==> src/hdl/elevator_floor_scheduler_defines.svh <==
// assertion macros shared by the scheduler rtl
// no dependencies; taken in by the modules that carry assertions
`ifndef ELEVATOR_FLOOR_SCHEDULER_DEFINES_SVH
`define ELEVATOR_FLOOR_SCHEDULER_DEFINES_SVH
`ifndef SYNTHESIS
`define EFS_ASSERT(lbl, prop, msg) \
    lbl: assert property (@(posedge i_clk) disable iff (!i_rst_n) (prop)) \
        else $error(msg);
`define EFS_ASSERT_IMP(lbl, ante, cons, msg) \
    lbl: assert property (@(posedge i_clk) disable iff (!i_rst_n) (ante) |-> (cons)) \
        else $error(msg);
`define EFS_ASSERT_NXT(lbl, ante, cons, msg) \
    lbl: assert property (@(posedge i_clk) disable iff (!i_rst_n) (ante) |=> (cons)) \
        else $error(msg);
`else
`define EFS_ASSERT(lbl, prop, msg)
`define EFS_ASSERT_IMP(lbl, ante, cons, msg)
`define EFS_ASSERT_NXT(lbl, ante, cons, msg)
`endif
`endif

==> src/hdl/efs_pkg.sv <==
// types, codes and constants of the elevator floor scheduler
// no dependencies; used by the interfaces, controller, datapath and top level
package efs_pkg;

    localparam int FLOOR_COUNT_DEF = 16;

    localparam int MODE_W  = 2;
    localparam int FLOOR_W = 4;
    localparam int KIND_W  = 2;
    localparam int DIR_W   = 2;

    // input modes
    localparam logic [MODE_W-1:0] MODE_TICK = 2'd0;
    localparam logic [MODE_W-1:0] MODE_HALL = 2'd1;
    localparam logic [MODE_W-1:0] MODE_CAR  = 2'd2;

    // stop kinds
    localparam logic [KIND_W-1:0] KIND_NONE   = 2'd0;
    localparam logic [KIND_W-1:0] KIND_BOARD  = 2'd1;
    localparam logic [KIND_W-1:0] KIND_ALIGHT = 2'd2;

    // travel directions
    localparam logic [DIR_W-1:0] DIR_STOP = 2'd0;
    localparam logic [DIR_W-1:0] DIR_DOWN = 2'd1;
    localparam logic [DIR_W-1:0] DIR_UP   = 2'd2;

    typedef enum logic [1:0] {
        ST_IDLE,
        ST_SCAN,
        ST_MOVE,
        ST_CALL
    } t_state;

    typedef struct packed {
        logic latch_in;
        logic scan_init;
        logic scan_step;
        logic do_move;
        logic do_call;
    } t_cmd;

    typedef struct packed {
        logic in_is_tick;
        logic scan_last;
    } t_stat;

endpackage

==> src/hdl/efs_in_if.sv <==
// input channel of the scheduler: valid/ready with mode and floor
// depends on efs_pkg
interface efs_in_if;
    logic                        valid;
    logic                        ready;
    logic [efs_pkg::MODE_W-1:0]  mode;
    logic [efs_pkg::FLOOR_W-1:0] floor;

    modport source (output valid, output mode, output floor, input ready);
    modport sink   (input valid, input mode, input floor, output ready);
endinterface

==> src/hdl/efs_out_if.sv <==
// result channel of the scheduler: valid/ready with stop kind, floor and direction
// depends on efs_pkg
interface efs_out_if;
    logic                        valid;
    logic                        ready;
    logic [efs_pkg::KIND_W-1:0]  stop_kind;
    logic [efs_pkg::FLOOR_W-1:0] floor_now;
    logic [efs_pkg::DIR_W-1:0]   direction;

    modport source (output valid, output stop_kind, output floor_now, output direction,
                    input ready);
    modport sink   (input valid, input stop_kind, input floor_now, input direction,
                    output ready);
endinterface

==> src/hdl/efs_ctrl.sv <==
// controller state machine of the scheduler: handshakes, scan sequencing
// depends on efs_pkg and elevator_floor_scheduler_defines.svh
`include "elevator_floor_scheduler_defines.svh"

module efs_ctrl (
    input  logic           i_clk,
    input  logic           i_rst_n,
    input  logic           i_in_valid,
    output logic           o_in_ready,
    output logic           o_out_valid,
    input  logic           i_out_ready,
    input  efs_pkg::t_stat i_stat,
    output efs_pkg::t_cmd  o_cmd
);

    efs_pkg::t_state r_state, n_state;
    logic            r_out_valid, n_out_valid;
    logic            in_acc;
    logic            slot_free;

    assign in_acc    = i_in_valid && (r_state == efs_pkg::ST_IDLE);
    assign slot_free = !r_out_valid || i_out_ready;

    always_ff @(posedge i_clk) begin
        if (!i_rst_n) begin
            r_state     <= efs_pkg::ST_IDLE;
            r_out_valid <= 1'b0;
        end else begin
            r_state     <= n_state;
            r_out_valid <= n_out_valid;
        end
    end

    always_comb begin
        n_state     = r_state;
        n_out_valid = r_out_valid && !i_out_ready;
        o_cmd       = '0;
        o_in_ready  = 1'b0;
        unique case (r_state)
            efs_pkg::ST_IDLE: begin
                o_in_ready = 1'b1;
                if (in_acc) begin
                    o_cmd.latch_in = 1'b1;
                    if (i_stat.in_is_tick) begin
                        o_cmd.scan_init = 1'b1;
                        n_state         = efs_pkg::ST_SCAN;
                    end else begin
                        n_state = efs_pkg::ST_CALL;
                    end
                end
            end
            efs_pkg::ST_SCAN: begin
                o_cmd.scan_step = 1'b1;
                if (i_stat.scan_last) begin
                    n_state = efs_pkg::ST_MOVE;
                end
            end
            efs_pkg::ST_MOVE: begin
                if (slot_free) begin
                    o_cmd.do_move = 1'b1;
                    n_out_valid   = 1'b1;
                    n_state       = efs_pkg::ST_IDLE;
                end
            end
            efs_pkg::ST_CALL: begin
                if (slot_free) begin
                    o_cmd.do_call = 1'b1;
                    n_out_valid   = 1'b1;
                    n_state       = efs_pkg::ST_IDLE;
                end
            end
            default: begin
                n_state = efs_pkg::ST_IDLE;
            end
        endcase
    end

    assign o_out_valid = r_out_valid;

    `EFS_ASSERT_IMP(a_load_src, $rose(r_out_valid),
        $past(r_state == efs_pkg::ST_MOVE || r_state == efs_pkg::ST_CALL),
        "result appeared without a move or call step")
    `EFS_ASSERT_NXT(a_acc_busy, in_acc, r_state != efs_pkg::ST_IDLE,
        "accepted transaction did not leave idle")
    `EFS_ASSERT_NXT(a_scan_end, r_state == efs_pkg::ST_SCAN && i_stat.scan_last,
        r_state == efs_pkg::ST_MOVE, "scan end did not lead to move")

endmodule

==> src/hdl/efs_dp.sv <==
// datapath of the scheduler: car floor, direction, call flags, floor scan, result register
// depends on efs_pkg and elevator_floor_scheduler_defines.svh
`include "elevator_floor_scheduler_defines.svh"

module efs_dp #(
    parameter int FLOOR_COUNT = efs_pkg::FLOOR_COUNT_DEF
) (
    input  logic                        i_clk,
    input  logic                        i_rst_n,
    input  logic [efs_pkg::MODE_W-1:0]  i_in_mode,
    input  logic [efs_pkg::FLOOR_W-1:0] i_in_floor,
    input  efs_pkg::t_cmd               i_cmd,
    output efs_pkg::t_stat              o_stat,
    output logic [efs_pkg::KIND_W-1:0]  o_stop_kind,
    output logic [efs_pkg::FLOOR_W-1:0] o_floor_now,
    output logic [efs_pkg::DIR_W-1:0]   o_direction
);

    localparam int FLW  = (FLOOR_COUNT > 1) ? $clog2(FLOOR_COUNT) : 1;
    localparam int CMPW = (FLW > efs_pkg::FLOOR_W) ? FLW : efs_pkg::FLOOR_W;
    localparam logic [FLW-1:0]         TOP      = FLW'(FLOOR_COUNT - 1);
    localparam logic [FLOOR_COUNT-1:0] ONE_FLAG = FLOOR_COUNT'(1);

    // architectural state
    logic [FLW-1:0]           r_car, n_car;
    logic [efs_pkg::DIR_W-1:0] r_dir, n_dir;
    logic [FLOOR_COUNT-1:0]   r_hall, n_hall;
    logic [FLOOR_COUNT-1:0]   r_creq, n_creq;

    // latched item and scan state
    logic [efs_pkg::MODE_W-1:0]  r_mode;
    logic [efs_pkg::FLOOR_W-1:0] r_floor;
    logic [FLW-1:0]              r_d, n_d;
    logic                        r_any_up, n_any_up;
    logic                        r_any_dn, n_any_dn;
    logic [efs_pkg::DIR_W-1:0]   r_cdec, n_cdec;
    logic [efs_pkg::DIR_W-1:0]   r_hdec, n_hdec;

    // result register
    logic [efs_pkg::KIND_W-1:0]  r_o_kind, n_o_kind;
    logic [efs_pkg::FLOOR_W-1:0] r_o_floor, n_o_floor;
    logic [efs_pkg::DIR_W-1:0]   r_o_dir, n_o_dir;

    // scan step
    logic [FLW-1:0] up_room, up_idx, dn_idx;
    logic           up_ok, dn_ok, c_up, c_dn, h_up, h_dn;

    // call decode
    logic [CMPW-1:0]        floor_x, car_x;
    logic                   is_call, in_range, at_car;
    logic [FLOOR_COUNT-1:0] call_mask;

    // move
    logic [efs_pkg::DIR_W-1:0] mv_dir;
    logic [FLW-1:0]            mv_floor;
    logic [FLOOR_COUNT-1:0]    mv_mask;
    logic [efs_pkg::KIND_W-1:0] mv_kind;
    logic [CMPW-1:0]           mv_floor_x;

    assign up_room = TOP - r_car;
    assign up_ok   = r_d <= up_room;
    assign dn_ok   = r_d <= r_car;
    assign up_idx  = r_car + r_d;
    assign dn_idx  = r_car - r_d;
    assign c_up    = up_ok && r_creq[up_idx];
    assign c_dn    = dn_ok && r_creq[dn_idx];
    assign h_up    = up_ok && r_hall[up_idx];
    assign h_dn    = dn_ok && r_hall[dn_idx];

    assign o_stat.in_is_tick = (i_in_mode == efs_pkg::MODE_TICK);
    assign o_stat.scan_last  = (r_d >= r_car) && (r_d >= up_room);

    assign floor_x   = CMPW'(r_floor);
    assign car_x     = CMPW'(r_car);
    assign is_call   = (r_mode == efs_pkg::MODE_HALL) || (r_mode == efs_pkg::MODE_CAR);
    assign in_range  = floor_x <= CMPW'(TOP);
    assign at_car    = floor_x == car_x;
    assign call_mask = ONE_FLAG << floor_x[FLW-1:0];

    // keep heading while work lies ahead, else nearest car request, then nearest hall call
    always_comb begin
        if (r_dir == efs_pkg::DIR_DOWN && r_any_dn) begin
            mv_dir = efs_pkg::DIR_DOWN;
        end else if (r_dir == efs_pkg::DIR_UP && r_any_up) begin
            mv_dir = efs_pkg::DIR_UP;
        end else if (r_cdec != efs_pkg::DIR_STOP) begin
            mv_dir = r_cdec;
        end else begin
            mv_dir = r_hdec;
        end
        mv_floor = r_car;
        if (mv_dir == efs_pkg::DIR_DOWN && r_car != '0) begin
            mv_floor = r_car - FLW'(1);
        end else if (mv_dir == efs_pkg::DIR_UP && r_car != TOP) begin
            mv_floor = r_car + FLW'(1);
        end
        mv_mask = ONE_FLAG << mv_floor;
        if (r_hall[mv_floor]) begin
            mv_kind = efs_pkg::KIND_BOARD;
        end else if (r_creq[mv_floor]) begin
            mv_kind = efs_pkg::KIND_ALIGHT;
        end else begin
            mv_kind = efs_pkg::KIND_NONE;
        end
    end

    assign mv_floor_x = CMPW'(mv_floor);

    always_comb begin
        n_car     = r_car;
        n_dir     = r_dir;
        n_hall    = r_hall;
        n_creq    = r_creq;
        n_d       = r_d;
        n_any_up  = r_any_up;
        n_any_dn  = r_any_dn;
        n_cdec    = r_cdec;
        n_hdec    = r_hdec;
        n_o_kind  = r_o_kind;
        n_o_floor = r_o_floor;
        n_o_dir   = r_o_dir;
        if (i_cmd.scan_init) begin
            n_d      = FLW'(1);
            n_any_up = 1'b0;
            n_any_dn = 1'b0;
            n_cdec   = efs_pkg::DIR_STOP;
            n_hdec   = efs_pkg::DIR_STOP;
        end
        if (i_cmd.scan_step) begin
            n_d      = r_d + FLW'(1);
            n_any_up = r_any_up || c_up || h_up;
            n_any_dn = r_any_dn || c_dn || h_dn;
            if (r_cdec == efs_pkg::DIR_STOP) begin
                if (c_up) begin
                    n_cdec = efs_pkg::DIR_UP;
                end else if (c_dn) begin
                    n_cdec = efs_pkg::DIR_DOWN;
                end
            end
            if (r_hdec == efs_pkg::DIR_STOP) begin
                if (h_up) begin
                    n_hdec = efs_pkg::DIR_UP;
                end else if (h_dn) begin
                    n_hdec = efs_pkg::DIR_DOWN;
                end
            end
        end
        if (i_cmd.do_move) begin
            n_car     = mv_floor;
            n_dir     = mv_dir;
            n_hall    = r_hall & ~mv_mask;
            n_creq    = r_creq & ~mv_mask;
            n_o_kind  = mv_kind;
            n_o_floor = mv_floor_x[efs_pkg::FLOOR_W-1:0];
            n_o_dir   = mv_dir;
        end
        if (i_cmd.do_call) begin
            n_o_kind  = efs_pkg::KIND_NONE;
            n_o_floor = car_x[efs_pkg::FLOOR_W-1:0];
            n_o_dir   = r_dir;
            if (is_call && in_range) begin
                if (at_car) begin
                    n_o_kind = (r_mode == efs_pkg::MODE_HALL) ? efs_pkg::KIND_BOARD
                                                              : efs_pkg::KIND_ALIGHT;
                end else if (r_mode == efs_pkg::MODE_HALL) begin
                    n_hall = r_hall | call_mask;
                end else begin
                    n_creq = r_creq | call_mask;
                end
            end
        end
    end

    always_ff @(posedge i_clk) begin
        if (!i_rst_n) begin
            r_car  <= '0;
            r_dir  <= efs_pkg::DIR_STOP;
            r_hall <= '0;
            r_creq <= '0;
        end else begin
            r_car  <= n_car;
            r_dir  <= n_dir;
            r_hall <= n_hall;
            r_creq <= n_creq;
        end
    end

    always_ff @(posedge i_clk) begin
        if (i_cmd.latch_in) begin
            r_mode  <= i_in_mode;
            r_floor <= i_in_floor;
        end
        r_d       <= n_d;
        r_any_up  <= n_any_up;
        r_any_dn  <= n_any_dn;
        r_cdec    <= n_cdec;
        r_hdec    <= n_hdec;
        r_o_kind  <= n_o_kind;
        r_o_floor <= n_o_floor;
        r_o_dir   <= n_o_dir;
    end

    assign o_stop_kind = r_o_kind;
    assign o_floor_now = r_o_floor;
    assign o_direction = r_o_dir;

    `EFS_ASSERT(a_car_range, r_car <= TOP, "car floor outside the building")
    `EFS_ASSERT(a_no_flag_here, !(r_hall[r_car] || r_creq[r_car]),
        "call flag stored at the car floor")
    `EFS_ASSERT_NXT(a_one_floor, i_cmd.do_move,
        (r_car == $past(r_car)) || (r_car == $past(r_car) + FLW'(1))
        || (r_car == $past(r_car) - FLW'(1)), "car moved more than one floor")

endmodule

==> src/hdl/elevator_floor_scheduler.sv <==
// top level of the single-car elevator floor scheduler
// depends on efs_pkg, efs_in_if, efs_out_if, efs_ctrl and efs_dp
//
// usage
// - i_in carries one transaction per event: mode tick moves the car, mode hall
//   or car registers a call at a floor; every input transaction yields exactly
//   one result transaction on o_out (stop kind, car floor, direction)
// - a hall or car transaction passes from idle to the call state to its result
// - a tick scans the call flags outward from the car, one distance a cycle in
//   both directions, until the distance reaches the farther end of the
//   building; the move state then moves the car at most one floor
// - one transaction is in work at a time; i_in.ready is high while idle, the
//   cycle after a result is loaded
// - results sit in an output register: a new transaction is taken while an
//   earlier result waits; if o_out is still stalled when the next result is
//   done, the block waits in the move or call state and keeps i_in.ready low
// - synchronous active-low reset puts the car at floor 0, stopped, with no
//   calls pending and no result valid
//
module elevator_floor_scheduler #(
    parameter int FLOOR_COUNT = efs_pkg::FLOOR_COUNT_DEF
) (
    input  logic      i_clk,
    input  logic      i_rst_n,
    efs_in_if.sink    i_in,
    efs_out_if.source o_out
);

    // command and status between controller and datapath
    efs_pkg::t_cmd  cmd;
    efs_pkg::t_stat stat;

    // sequencing of handshakes, scan and update
    efs_ctrl u_ctrl (
        .i_clk       (i_clk),
        .i_rst_n     (i_rst_n),
        .i_in_valid  (i_in.valid),
        .o_in_ready  (i_in.ready),
        .o_out_valid (o_out.valid),
        .i_out_ready (o_out.ready),
        .i_stat      (stat),
        .o_cmd       (cmd)
    );

    // car state, call flags, floor scan and result register
    efs_dp #(
        .FLOOR_COUNT (FLOOR_COUNT)
    ) u_dp (
        .i_clk       (i_clk),
        .i_rst_n     (i_rst_n),
        .i_in_mode   (i_in.mode),
        .i_in_floor  (i_in.floor),
        .i_cmd       (cmd),
        .o_stat      (stat),
        .o_stop_kind (o_out.stop_kind),
        .o_floor_now (o_out.floor_now),
        .o_direction (o_out.direction)
    );

endmodule
==> src/flat_wrapper.sv <==
// flat-port wrapper written by rule: the top's interface ports become plain ports
module elevator_floor_scheduler_flat 
#(
    parameter int FLOOR_COUNT = efs_pkg::FLOOR_COUNT_DEF
)
  (i_clk, i_rst_n, i_in_valid, i_in_mode, i_in_floor, i_in_ready, o_out_valid, o_out_stop_kind, o_out_floor_now, o_out_direction, o_out_ready);
  efs_in_if i_in_i ();
  efs_out_if o_out_i ();
  input  logic i_clk;
  input  logic i_rst_n;
  input wire logic [$bits(i_in_i.valid)-1:0] i_in_valid;
  input wire logic [$bits(i_in_i.mode)-1:0] i_in_mode;
  input wire logic [$bits(i_in_i.floor)-1:0] i_in_floor;
  output wire logic [$bits(i_in_i.ready)-1:0] i_in_ready;
  output wire logic [$bits(o_out_i.valid)-1:0] o_out_valid;
  output wire logic [$bits(o_out_i.stop_kind)-1:0] o_out_stop_kind;
  output wire logic [$bits(o_out_i.floor_now)-1:0] o_out_floor_now;
  output wire logic [$bits(o_out_i.direction)-1:0] o_out_direction;
  input wire logic [$bits(o_out_i.ready)-1:0] o_out_ready;
  assign i_in_i.valid = i_in_valid;
  assign i_in_i.mode = i_in_mode;
  assign i_in_i.floor = i_in_floor;
  assign i_in_ready = i_in_i.ready;
  assign o_out_valid = o_out_i.valid;
  assign o_out_stop_kind = o_out_i.stop_kind;
  assign o_out_floor_now = o_out_i.floor_now;
  assign o_out_direction = o_out_i.direction;
  assign o_out_i.ready = o_out_ready;
  elevator_floor_scheduler #(.FLOOR_COUNT(FLOOR_COUNT)) u_core (.i_clk(i_clk), .i_rst_n(i_rst_n), .i_in(i_in_i), .o_out(o_out_i));
endmodule
==> config.mk <==
export PLATFORM = sky130hd
export DESIGN_NAME = elevator_floor_scheduler_flat
export DESIGN_NICKNAME = d
export VERILOG_FILES = /design/src/hdl/efs_pkg.sv /design/src/hdl/efs_in_if.sv /design/src/hdl/efs_out_if.sv /design/src/hdl/efs_ctrl.sv /design/src/hdl/efs_dp.sv /design/src/hdl/elevator_floor_scheduler.sv /design/src/flat_wrapper.sv
export VERILOG_INCLUDE_DIRS = /design/src /design/src/hdl
export SDC_FILE = /design/constraint.sdc
export NUM_CORES = 1
export LEC_CHECK = 0
export ABC_AREA = 1
export BUFFER_PORTS_ARGS = -buffer_cell sky130_fd_sc_hd__clkbuf_2
export CORE_MARGIN = 10
export CORE_UTILIZATION = 35
export CTS_BUF_LIST = sky130_fd_sc_hd__clkbuf_4 sky130_fd_sc_hd__clkbuf_8 sky130_fd_sc_hd__clkbuf_16
export DETAILED_ROUTE_END_ITERATION = 7
export PLACE_DENSITY = 0.47
export SYNTH_ARGS = -nofsm -noshare
export SYNTH_HDL_FRONTEND = slang
export SYNTH_SLANG_ARGS = --single-unit
==> constraint.sdc <==
create_clock -name i_clk -period 3.2 [get_ports i_clk]
set_clock_uncertainty 0.1 [all_clocks]
set_input_delay 0.32 -clock i_clk [delete_from_list [all_inputs] [get_ports i_clk]]
set_output_delay 0.32 -clock i_clk [all_outputs]
set_load 0.03 [all_outputs]
==> results.toml <==
[detailed_routing]
wl_per_cell_microns = 16.3
initialDrtViolationCount = 342
vias = 4155
drc = 0
drt_pass1_iterations = 5
detail-route-antenna-nets = 0
vias_per_cell = 5.20
wl_microns = 13000

[clocking]
clock-sinks = 65
cts-root-buf = "clkbuf_16"
cts_tree = "built"
clock_path_buffers = 2
insertion_delay_ns = 0.34
cts_setup_buffers = 0
path_clk_slew_ns = 0.06
cts_buffers = 9
cts_max_level = 3

[global_route]
grt_pass1_vias = 3801
antenna_found_initial = 0
grt_first_pass_wirelength_microns = 20800
grt_start_max_net_pins = 35
globalRouteOverflowTotal = 0
grt_usage_pct = 15.9

[worst_hold_path]
holdPathStages = 1
min_path_type = "primary input to flip-flop"
worstHoldStart = "i_in_floor[1]"
hold_path_end = "u_core.u_dp.floor_x[1]"

[setup_path]
crit_top_cell = "inv_1"
rrSetupSlack_ns = 0.33
reg2reg_from = "u_core.u_dp.car_x[0]"
worst-endpoint-required_ns = 3.19
ff2ff_path_depth = 10
critPathMaxStageDelay_ns = 0.53
cp-start-kind = "flip-flop"
cp_max_fo = 8
worstPathArrival_ns = 2.86
rr_endpoint = "u_core.u_dp.r_any_up"
path_cells = "ha_1, inv_1, fa_1, xor2_2, a21o_1, a21oi_1, o311ai_0, nand2_1, o21ai_0, inv_1"
slowest_stage = "o311ai_0"
worstSetupPathType = "flip-flop to flip-flop"
critPathCaptureType = "flip-flop"

[sta]
hold_violations = 0
slew_violations = 0
grt_setup_unrepaired = "false"
timing.fmax_mhz = 348
tightest_slew_ns = 0.652
max_slew_margin_pct = 56.1
layout_setup_ws_ns = 0.326
finalWorstPathRequiredPeriod_ns = 2.87
final.setup.tns_ns = 0
fin_crit_sh_pct = 89.8
setup_viol = 0

[place]
dp_hpwl_microns = 9920
placed_cell_area_sq_mm = 0.00458
gp_congestion = 0.878
dp_slack_ns = 0.207
io_buffers = 19

[cells_and_area]
n_fill_cell = 1236
area_delta_synth_final_pct = 14.5
antenna-diode-count = 0
stdcell_area_sq_mm = 0.00489
fin_util_pct = 40.9
drive_above_1_share_pct = 14.0
nets = 672

[synth]
synthCells = 621
ys_seq_area_share_pct = 35.1
avgSynthCellArea_sq_um = 6.88
ys_warn_count = 0
synth_area_leaders = "dfxtp_1 21%, edfxtp_1 14%, nand2_1 13%"
synth_nets = 646
yosysTopAreaCellShare_pct = 21.1
netlist_area_sq_mm = 0.00427
synth.distinct_cells = 43
synth_top_cell_by_area = "dfxtp_1"
postSynthRegisterBits = 65

[pwr]
power.density_mw_per_mm2 = 1200
power_leakage_nw = 2.16
ir_drop_mv = 0.408

[die]
rows = 40
die_h_microns = 130
core-area_sq_mm = 0.0120
io_pins = 20
dieArea_sq_mm = 0.0170
start_util_pct = 35.7
die_w_microns = 130

[outcome]
status = "finished, final reports clean"

[run]
cap_violations = 0
[cells in the mapped netlist (all sizes together)]
cell and number:
edfxtp 20, a21o 4, dfxtp 45, nand4 17, nor4 3, o311ai 2, or2 1, o21bai 1
clkinv 1, o31ai 1, xor2 11, buf 15, o22ai 1, o21ai 86, fa 2, ha 13
a22o 2, inv 80, nand2 150, nor3 2, a211oi 1, xnor2 1, o211ai 6, a21oi 18
nand3 35, nor2 93, a32o 1, clkbuf 9
[worst max path at each step]
stage | start | end | slack [ns] | cells past startpoint
5_1_grt | u_core.u_dp.car_x[0] | u_core.u_dp.o_stop_kind[0] | 0.07 | 12
2_1_floorplan | u_core.u_dp.car_x[0] | u_core.u_dp.r_any_up | 0.34 | 11
3_5_place_dp | u_core.u_dp.car_x[0] | u_core.u_dp.r_any_up | 0.21 | 10
4_1_cts | u_core.u_dp.car_x[0] | u_core.u_dp.r_any_up | 0.19 | 10
3_3_place_gp | u_core.u_dp.car_x[0] | u_core.u_dp.r_any_up | 0.27 | 10
6_report | u_core.u_dp.car_x[0] | u_core.u_dp.r_any_up | 0.33 | 10
[cell families after synthesis]
kind of cell	count (synthesis)	synth area share (%)
simple gates	301	30.2
compound gates	123	17.0
buf+inv	105	10.3
xor+xnor	12	2.64
flops	65	35.1
fa+ha+maj	15	4.74
[area by class of cell]
class,instances,area [sq um],share of cell area (%)
Multi-Input combinational cell,451,2340,47.8
Sequential cell,65,1500,30.7
Inverter,81,307,6.27
Clock buffer,14,293,5.99
Timing Repair Buffer,39,258,5.27
Tap cell,147,184,3.76
Clock inverter,2,10.0,0.205
[where the power goes]
group	internal (mW)	switching, mW	leakage (nW)	total [mW]
registers	1.07	0.132	0.554	1.20
logic	1.20	2.47	1.46	3.67
clock network	0.629	0.368	0.155	0.997
[per-layer routing]
metal  vias to the layer above  part of all wire, %  routed length, microns  global-route usage [%]
li1                       2075                    -                       -                       -
met1                      1938                   52                    6760                    22.9
met2                       117                   41                    5360                    22.3
met3                        25                  4.7                     605                    3.06
met4                         0                  2.2                     287                    7.19
met5                         -                    0                       0                       0
[through the flow]
stage	cells	power, mW	hold slack, ns
2_1_floorplan	621	3.83	0.319
3_3_place_gp	783	4.85	0.370
3_5_place_dp	783	4.83	0.372
4_1_cts	799	5.86	0.0420
5_1_grt	799	6.43	0.0421
6_report	799	5.87	0.0508
[worst max-delay path: cells and delay by family, from the launching register on]
| family | cells | cell delay (ns) |
|---|---|---|
| AO/OA/AOI/OAI | 4 | 0.84 |
| XOR/XNOR | 1 | 0.31 |
| adder cells (fa/ha/maj) | 2 | 0.67 |
| buffers and inverters | 2 | 0.12 |
| flip-flops | 1 | 0.50 |
| AND/OR/NAND/NOR | 1 | 0.08 |
[what timing repair did]
item                                    in CTS  in global routing
gates resized for setup                      0                  1
endpoints found under the setup margin       0                  1
hold buffers                                 0                  0
[layout by cell type, fill, tap and decap left out, drive strengths merged, types with 11 or more instances in the layout]
cell type	count
inv	80
ha	13
clkbuf	33
xor2	11
nand2	150
dfxtp	45
a21oi	18
nand3	35
edfxtp	20
buf	20
nand4	17
o21ai	86
nor2	93
[sequential cells by signal, summed over array words and instances (netlist names), 2 cells and up]
register / count
u_core.u_dp.r_cdec: 2
u_core.u_dp.o_direction: 2
u_core.u_dp.r_hall: 16
u_core.u_dp.r_mode: 2
u_core.u_dp.floor_x: 4
u_core.u_dp.r_hdec: 2
u_core.u_dp.r_dir: 2
u_core.u_dp.o_floor_now: 4
u_core.u_ctrl.r_state: 2
u_core.u_dp.r_creq: 16
u_core.u_dp.car_x: 4
u_core.u_dp.o_stop_kind: 2
u_core.u_dp.r_d: 4
Note: power is estimated with default switching activity, not from simulation.
